[src/elfd_pkg.sv]
// Shared types and constants for the escaped length frame decoder.
`timescale 1ns / 1ps
`default_nettype none

package elfd_pkg;

    // Reset values of the configuration registers
    localparam logic [7:0] START_BYTE_RST  = 8'h03;
    localparam logic [7:0] ESCAPE_BYTE_RST = 8'h1B;

    // Register index taken from paddr[2]
    typedef enum logic [0:0] {
        REG_START  = 1'b0,
        REG_ESCAPE = 1'b1
    } reg_index_t;

    // Parser phase
    typedef enum logic [2:0] {
        PH_IDLE     = 3'd0,
        PH_LENGTH   = 3'd1,
        PH_ESC_LEN  = 3'd2,
        PH_COLLECT  = 3'd3,
        PH_ESC_DATA = 3'd4
    } phase_t;

    // Result kind
    typedef enum logic [0:0] {
        KIND_DATA  = 1'b0,
        KIND_ABORT = 1'b1
    } res_kind_t;

    // Configuration seen by the parser
    typedef struct packed {
        logic [7:0] start_byte;
        logic [7:0] escape_byte;
    } elfd_cfg_t;

    // One result transaction
    typedef struct packed {
        res_kind_t  kind;
        logic [7:0] data_byte;
        logic [7:0] position;
        logic [7:0] frame_length;
        logic       last;
    } elfd_result_t;

endpackage

`default_nettype wire

[src/elfd_apb_regs.sv]
// APB configuration registers: start byte and escape byte.
`timescale 1ns / 1ps
`default_nettype none

module elfd_apb_regs
    import elfd_pkg::*;
(
    input  wire logic        clk,
    input  wire logic        rst_n,
    input  wire logic        psel,
    input  wire logic        penable,
    input  wire logic        pwrite,
    input  wire logic [2:0]  paddr,
    input  wire logic [31:0] pwdata,
    output logic      [31:0] prdata,
    output logic             pready,
    output elfd_cfg_t        cfg
);

    logic [7:0] start_byte_reg;
    logic [7:0] escape_byte_reg;
    logic       wr_en;
    reg_index_t reg_sel;

    assign pready  = 1'b1;
    assign wr_en   = psel & penable & pwrite & pready;
    assign reg_sel = reg_index_t'(paddr[2]);

    // Update registers on the access phase of a write
    always_ff @(posedge clk or negedge rst_n)
    begin
        if (!rst_n)
        begin
            start_byte_reg  <= START_BYTE_RST;
            escape_byte_reg <= ESCAPE_BYTE_RST;
        end
        else if (wr_en)
        begin
            unique case (reg_sel)
                REG_START:  start_byte_reg  <= pwdata[7:0];
                REG_ESCAPE: escape_byte_reg <= pwdata[7:0];
                default:    start_byte_reg  <= start_byte_reg;
            endcase
        end
    end

    // Return the selected register
    always_comb
    begin
        unique case (reg_sel)
            REG_START:  prdata = {24'd0, start_byte_reg};
            REG_ESCAPE: prdata = {24'd0, escape_byte_reg};
            default:    prdata = 32'd0;
        endcase
    end

    assign cfg.start_byte  = start_byte_reg;
    assign cfg.escape_byte = escape_byte_reg;

endmodule

`default_nettype wire

[src/elfd_parser.sv]
// Frame parser: phase, length and index state with one result per payload byte.
`timescale 1ns / 1ps
`default_nettype none

module elfd_parser
    import elfd_pkg::*;
(
    input  wire logic        clk,
    input  wire logic        rst_n,
    input  wire elfd_cfg_t   cfg,
    input  wire logic        accept,
    input  wire logic [7:0]  rx_byte,
    output logic             res_push,
    output elfd_result_t     res
);

    phase_t     phase_reg,  phase_next;
    logic [7:0] length_reg, length_next;
    logic [7:0] index_reg,  index_next;

    logic       is_start;
    logic       is_escape;
    logic [7:0] esc_diff;
    logic [7:0] idx_inc;
    logic       done;

    assign is_start  = (rx_byte == cfg.start_byte);
    assign is_escape = (rx_byte == cfg.escape_byte);
    assign esc_diff  = rx_byte - cfg.escape_byte;
    assign idx_inc   = index_reg + 8'd1;
    assign done      = (idx_inc >= length_reg);

    // Next state
    always_comb
    begin
        phase_next  = phase_reg;
        length_next = length_reg;
        index_next  = index_reg;
        if (accept)
        begin
            unique case (phase_reg)
                PH_LENGTH:
                begin
                    priority if (is_start)
                    begin
                        phase_next = PH_LENGTH;
                    end
                    else if (is_escape)
                    begin
                        phase_next = PH_ESC_LEN;
                    end
                    else
                    begin
                        length_next = rx_byte;
                        index_next  = 8'd0;
                        phase_next  = PH_COLLECT;
                    end
                end
                PH_ESC_LEN:
                begin
                    length_next = esc_diff;
                    index_next  = 8'd0;
                    phase_next  = PH_COLLECT;
                end
                PH_COLLECT:
                begin
                    priority if (is_start)
                    begin
                        phase_next = PH_LENGTH;
                    end
                    else if (is_escape)
                    begin
                        phase_next = PH_ESC_DATA;
                    end
                    else
                    begin
                        index_next = idx_inc;
                        phase_next = done ? PH_IDLE : PH_COLLECT;
                    end
                end
                PH_ESC_DATA:
                begin
                    index_next = idx_inc;
                    phase_next = done ? PH_IDLE : PH_COLLECT;
                end
                default:
                begin
                    phase_next = is_start ? PH_LENGTH : PH_IDLE;
                end
            endcase
        end
    end

    // Result for the accepted byte
    always_comb
    begin
        res_push         = 1'b0;
        res.kind         = KIND_DATA;
        res.data_byte    = rx_byte;
        res.position     = index_reg;
        res.frame_length = length_reg;
        res.last         = done;
        unique case (phase_reg)
            PH_COLLECT:
            begin
                priority if (is_start)
                begin
                    res_push      = accept;
                    res.kind      = KIND_ABORT;
                    res.data_byte = 8'd0;
                    res.last      = 1'b0;
                end
                else if (is_escape)
                begin
                    res_push = 1'b0;
                end
                else
                begin
                    res_push = accept;
                end
            end
            PH_ESC_DATA:
            begin
                res_push      = accept;
                res.data_byte = esc_diff;
            end
            default:
            begin
                res_push = 1'b0;
            end
        endcase
    end

    // Hold parser state
    always_ff @(posedge clk or negedge rst_n)
    begin
        if (!rst_n)
        begin
            phase_reg  <= PH_IDLE;
            length_reg <= 8'd0;
            index_reg  <= 8'd0;
        end
        else
        begin
            phase_reg  <= phase_next;
            length_reg <= length_next;
            index_reg  <= index_next;
        end
    end

`ifndef SYNTHESIS
    // An abort sends the parser back to waiting for a length
    assert property (@(posedge clk) disable iff (!rst_n)
        res_push && (res.kind == KIND_ABORT) |=> (phase_reg == PH_LENGTH))
        else $error("abort did not return to length phase");

    // The byte after a payload escape always yields a data transaction
    assert property (@(posedge clk) disable iff (!rst_n)
        accept && (phase_reg == PH_ESC_DATA) |-> res_push && (res.kind == KIND_DATA))
        else $error("escaped payload byte lost");

    // A last byte ends the frame
    assert property (@(posedge clk) disable iff (!rst_n)
        res_push && res.last |=> (phase_reg == PH_IDLE))
        else $error("frame not closed after last byte");
`endif

endmodule

`default_nettype wire

[src/elfd_out_buf.sv]
// Two-entry result buffer that decouples the parser from the result consumer.
`timescale 1ns / 1ps
`default_nettype none

module elfd_out_buf
    import elfd_pkg::*;
(
    input  wire logic         clk,
    input  wire logic         rst_n,
    input  wire logic         push,
    input  wire elfd_result_t push_data,
    output logic              space,
    output logic              res_valid,
    input  wire logic         res_ready,
    output elfd_result_t      res
);

    elfd_result_t entry_reg [2];
    logic         wr_ptr_reg, wr_ptr_next;
    logic         rd_ptr_reg, rd_ptr_next;
    logic [1:0]   count_reg,  count_next;
    logic         pop;

    assign space     = (count_reg != 2'd2);
    assign res_valid = (count_reg != 2'd0);
    assign pop       = res_valid & res_ready;
    assign res       = entry_reg[rd_ptr_reg];

    // Advance pointers and occupancy
    always_comb
    begin
        wr_ptr_next = push ? ~wr_ptr_reg : wr_ptr_reg;
        rd_ptr_next = pop  ? ~rd_ptr_reg : rd_ptr_reg;
        count_next  = count_reg + {1'b0, push} - {1'b0, pop};
    end

    always_ff @(posedge clk or negedge rst_n)
    begin
        if (!rst_n)
        begin
            wr_ptr_reg <= 1'b0;
            rd_ptr_reg <= 1'b0;
            count_reg  <= 2'd0;
        end
        else
        begin
            wr_ptr_reg <= wr_ptr_next;
            rd_ptr_reg <= rd_ptr_next;
            count_reg  <= count_next;
        end
    end

    // Store the pushed transaction
    always_ff @(posedge clk)
    begin
        if (push)
        begin
            entry_reg[wr_ptr_reg] <= push_data;
        end
    end

`ifndef SYNTHESIS
    // Occupancy never exceeds two
    assert property (@(posedge clk) disable iff (!rst_n) count_reg != 2'd3)
        else $error("result buffer overflow");

    // No push into a full buffer
    assert property (@(posedge clk) disable iff (!rst_n) push |-> space)
        else $error("push while full");

    // Pointers differ exactly when one entry is held
    assert property (@(posedge clk) disable iff (!rst_n)
        (count_reg == 2'd1) == (wr_ptr_reg != rd_ptr_reg))
        else $error("pointer and count mismatch");
`endif

endmodule

`default_nettype wire

[src/escaped_length_frame_decoder.sv]
// Top level of the escaped length frame decoder.
`timescale 1ns / 1ps
`default_nettype none

// Deframes a byte stream: waits for the start byte, reads a length byte
// (possibly escaped), then streams each payload byte out as one result
// transaction with its position, the frame length and a last flag; a start
// byte inside the payload gives an abort transaction. One received byte is
// taken per clock cycle while rx_ready is high, i.e. unless the two-entry
// output buffer is full. A byte is decoded in the cycle it is accepted and
// its result is registered in that buffer behind any results not yet taken.
// Start and escape bytes are set over APB at byte addresses 0x0 and 0x4;
// the user must set them only while the decoder is idle (not enforced).
module escaped_length_frame_decoder
    import elfd_pkg::*;
(
    input  wire logic        clk,
    input  wire logic        rst_n,
    // APB configuration
    input  wire logic        psel,
    input  wire logic        penable,
    input  wire logic        pwrite,
    input  wire logic [2:0]  paddr,
    input  wire logic [31:0] pwdata,
    output logic      [31:0] prdata,
    output logic             pready,
    // Received bytes
    input  wire logic        rx_valid,
    output logic             rx_ready,
    input  wire logic [7:0]  rx_byte,
    // Results
    output logic             res_valid,
    input  wire logic        res_ready,
    output logic             kind,
    output logic      [7:0]  data_byte,
    output logic      [7:0]  position,
    output logic      [7:0]  frame_length,
    output logic             last
);

    elfd_cfg_t    cfg;
    elfd_result_t parse_res;
    elfd_result_t buf_res;
    logic         parse_push;
    logic         buf_space;
    logic         accept;

    assign rx_ready = buf_space;
    assign accept   = rx_valid & rx_ready;

    elfd_apb_regs u_regs (
        .clk     (clk),
        .rst_n   (rst_n),
        .psel    (psel),
        .penable (penable),
        .pwrite  (pwrite),
        .paddr   (paddr),
        .pwdata  (pwdata),
        .prdata  (prdata),
        .pready  (pready),
        .cfg     (cfg)
    );

    elfd_parser u_parser (
        .clk      (clk),
        .rst_n    (rst_n),
        .cfg      (cfg),
        .accept   (accept),
        .rx_byte  (rx_byte),
        .res_push (parse_push),
        .res      (parse_res)
    );

    elfd_out_buf u_out_buf (
        .clk       (clk),
        .rst_n     (rst_n),
        .push      (parse_push),
        .push_data (parse_res),
        .space     (buf_space),
        .res_valid (res_valid),
        .res_ready (res_ready),
        .res       (buf_res)
    );

    // Drive result fields
    assign kind         = buf_res.kind;
    assign data_byte    = buf_res.data_byte;
    assign position     = buf_res.position;
    assign frame_length = buf_res.frame_length;
    assign last         = buf_res.last;

endmodule

`default_nettype wire

[config.mk]
export PLATFORM = sky130hd
export DESIGN_NAME = escaped_length_frame_decoder
export DESIGN_NICKNAME = d
export VERILOG_FILES = /design/src/elfd_pkg.sv /design/src/elfd_apb_regs.sv /design/src/elfd_parser.sv /design/src/elfd_out_buf.sv /design/src/escaped_length_frame_decoder.sv
export SDC_FILE = /design/constraint.sdc
export NUM_CORES = 1
export LEC_CHECK = 0
export ABC_AREA = 1
export BUFFER_PORTS_ARGS = -buffer_cell sky130_fd_sc_hd__buf_2
export CAP_MARGIN = 20
export CORE_MARGIN = 2
export CORE_UTILIZATION = 50
export DETAILED_ROUTE_END_ITERATION = 8
export GPL_ROUTABILITY_DRIVEN = 0
export PLACE_DENSITY = 0.82
export SYNTH_ARGS = -nofsm -noshare
export SYNTH_HDL_FRONTEND = slang
export SYNTH_SLANG_ARGS = --single-unit
[constraint.sdc]
create_clock -name clk -period 5.45 [get_ports clk]
set_clock_uncertainty 0.2 [all_clocks]
set_input_delay 0.8175 -clock clk [delete_from_list [all_inputs] [get_ports clk]]
set_output_delay 0.8175 -clock clk [all_outputs]
set_load 0.05 [all_outputs]
==> results.sh <==
export IMPL_status="finished clean"
export IMPL_crit_chain="buf_4, clkinv_1, nand2_1, nand2_1, buf_2"
export IMPL_syn_to_final_growth_pct=11.3
export IMPL_cts_sinks=91
export IMPL_antenna_found_initial=0
export IMPL_crit_path_max_fanout=27
export IMPL_h_tree_depth=3
export IMPL_insertion_delay_ns=0.36
export IMPL_die_area_mm2=0.0106
export IMPL_hold_viol_final=0
export IMPL_grt_pass1_vias=3352
export IMPL_viasPerCell=4.96
export IMPL_ys_seq_area_frac=0.519
export IMPL_p_per_area_mw_per_mm2=476
export IMPL_design_area_mm2=0.00545
export IMPL_cp_start_kind="register"
export IMPL_largest_reg_flops=52
export IMPL_crit_path_end_kind="output port"
export IMPL_switchingPower_mw=1.22
export IMPL_track_usage=0.192
export IMPL_post_route_min_period_ns=3.26
export IMPL_dp_hpwl_um=7030
export IMPL_seqPwrFrac=0.363
export IMPL_clk_pin_slew_ns=0.09
export IMPL_cts_root_buf="clkbuf_8"
export IMPL_finalMaxSlewViolations=0
export IMPL_core_area_mm2=0.00964
export IMPL_grt_pass1_wl_um=15800
export IMPL_final_common_cell="nand2_1"
export IMPL_p_clk_frac=0.183
export IMPL_ios=111
export IMPL_port_buffers=59
export IMPL_die_h_um=103
export IMPL_cap_viol_max_count=0
export IMPL_ys_types=35
export IMPL_ant_nets=0
export IMPL_drt_iter0_drc=246
export IMPL_drt_pass1_iterations=5
export IMPL_internal_power_mw=1.37
export IMPL_cts_tree="yes"
export IMPL_finalWirelength_um=9690
export IMPL_fin_setup_tns_ns=0
export IMPL_drc=0
export IMPL_netlist_area_leader_share=0.319
export IMPL_crit_type="register to output port"
export IMPL_place_area_mm2=0.00524
export IMPL_rsz0062_at_grt="no"
export IMPL_yosysWarnings=0
export IMPL_max_slew_margin=0.324
export IMPL_final_cell_mix="nand2_1, inv_1, buf_2"
export IMPL_post_layout_nonfiller_instances=759
export IMPL_reg2reg_slack_ns=2.70
export IMPL_antenna_cells=0
export IMPL_crit_path_top_delay_cell="clkinv_1"
export IMPL_ys_seq_elements=91
export IMPL_wl_per_cell_um=12.8
export IMPL_initial_core_util=0.509
export IMPL_syn_avg_cell_area_um2=8.75
export IMPL_placementRows=36
export IMPL_synth_main_ff_cell="edfxtp_1"
export IMPL_syn_cell_area_mm2=0.00490
export IMPL_netSwitchingFraction=0.471
export IMPL_vias=3764
export IMPL_path_common_cell="nand2_1"
export IMPL_cp_required_ns=4.43
export IMPL_p_leak_nw=2.76
export IMPL_p_comb_frac=0.454
export IMPL_cts_buffers=9
export IMPL_worstPathArrival_ns=2.24
export IMPL_clk_path_buf_depth=2
export IMPL_cts_setup_buffers=0
export IMPL_drive_gt1_frac=0.160
export IMPL_place_inst=743
export IMPL_hold_path_class="register to register"
export IMPL_yosysTopAreaCell="edfxtp_1"
export IMPL_fp_dieW_um=103
export IMPL_synth_cells=560
export IMPL_fmax_ghz=0.307
export IMPL_cts_resized=0
export IMPL_post_route_period_util=0.598
export IMPL_peakVddDrop_v=0.000201
export IMPL_synth_area_leaders="edfxtp_1, dfrtp_1, nand2_1, inv_1, ha_1"
export IMPL_async_reset_ff_frac=0.429
export IMPL_overflow=0
export IMPL_tightest_slew_ns=1.01
export IMPL_max_stage_delay_ns=0.69
export IMPL_cts_hold_buf=0
export IMPL_setup_viol=0
export IMPL_grt_max_degree=40
export IMPL_fin_nets=690
export IMPL_synth_edff_count=52
## critical path: cells and delay by family (launching register included)
kind	cells	cell delay [ns]
buffers and inverters	3	1.19
flip-flops	1	0.34
AND/OR/NAND/NOR	2	0.34
## power groups by stage
stage,combinational (mW),sequential [mW],clock [mW]
after floorplan,0.952,0.925,0
after global placement,1.14,0.946,0
after detailed placement,1.18,0.953,0
after CTS,1.18,0.940,0.480
after global routing,1.30,0.953,0.511
final,1.18,0.941,0.475
## synth_stat cells (all sizes together) (9+ instances only)
| library cell | instances |
|---|---|
| nand3 | 21 |
| nor2 | 10 |
| inv | 67 |
| buf | 27 |
| dfrtp | 33 |
| edfxtp | 52 |
| o21ai | 41 |
| nand4 | 10 |
| nand2 | 221 |
| xor2 | 9 |
| a21oi | 9 |
| ha | 18 |
## path summary, 6_finish.rpt
| kind | cells after the start | start | end |
|---|---|---|---|
| max | 5 | u_out_buf.rd_ptr_reg | frame_length[4] |
| min | 2 | u_regs.escape_byte_reg[1] | u_regs.escape_byte_reg[1] |
| max reg2reg | 7 | u_regs.escape_byte_reg[3] | u_out_buf.entry_reg[0][23] |
| min reg2reg | 2 | u_regs.escape_byte_reg[1] | u_regs.escape_byte_reg[1] |
| max in group asynchronous | 1 | rst_n | u_regs.start_byte_reg[4] |
| min in group asynchronous | 1 | rst_n | u_parser.index_reg[3] |
## through the flow
stage                     hold slack [ns]  utilization  power [mW]  worst slack [ns]
after floorplan                     0.242            -        1.88              2.18
after global placement              0.255        0.544        2.09              2.27
after detailed placement            0.274        0.544        2.13              2.26
after CTS                           0.302        0.566        2.60              2.15
after global routing                0.313        0.566        2.76              2.00
final                               0.302        0.566        2.59              2.19
## layout make-up
type	instances	area (µm²)
fill	846	4190
sequential	91	2540
multi-input combinational	389	1960
timing repair buffer	61	310
inverter	69	259
tap	133	166
clock buffer	9	124
clock inverter	7	87.6
## logic make-up (layout without fill, tap and decap cells)
group                    after synthesis  count (layout)  synth area share
AND/OR/NAND/NOR                      272             272             0.238
XOR/XNOR                              15              15            0.0268
flip-flops                            91              91             0.519
adder cells (fa/ha/maj)               19              19            0.0500
buffers and inverters                103             146            0.0988
AO/OA/AOI/OAI                         56              56            0.0618
other                                  2              25           0.00153
multiplexers                           2               2           0.00408
## routing by layer
| metal | track usage | share of wire |
|---|---|---|
| met5 | 0 | 0 |
| met4 | 0.0587 | 0.011 |
| met3 | 0.0434 | 0.076 |
| met2 | 0.296 | 0.46 |
| met1 | 0.272 | 0.46 |
Power figures use the tool's default switching activity.
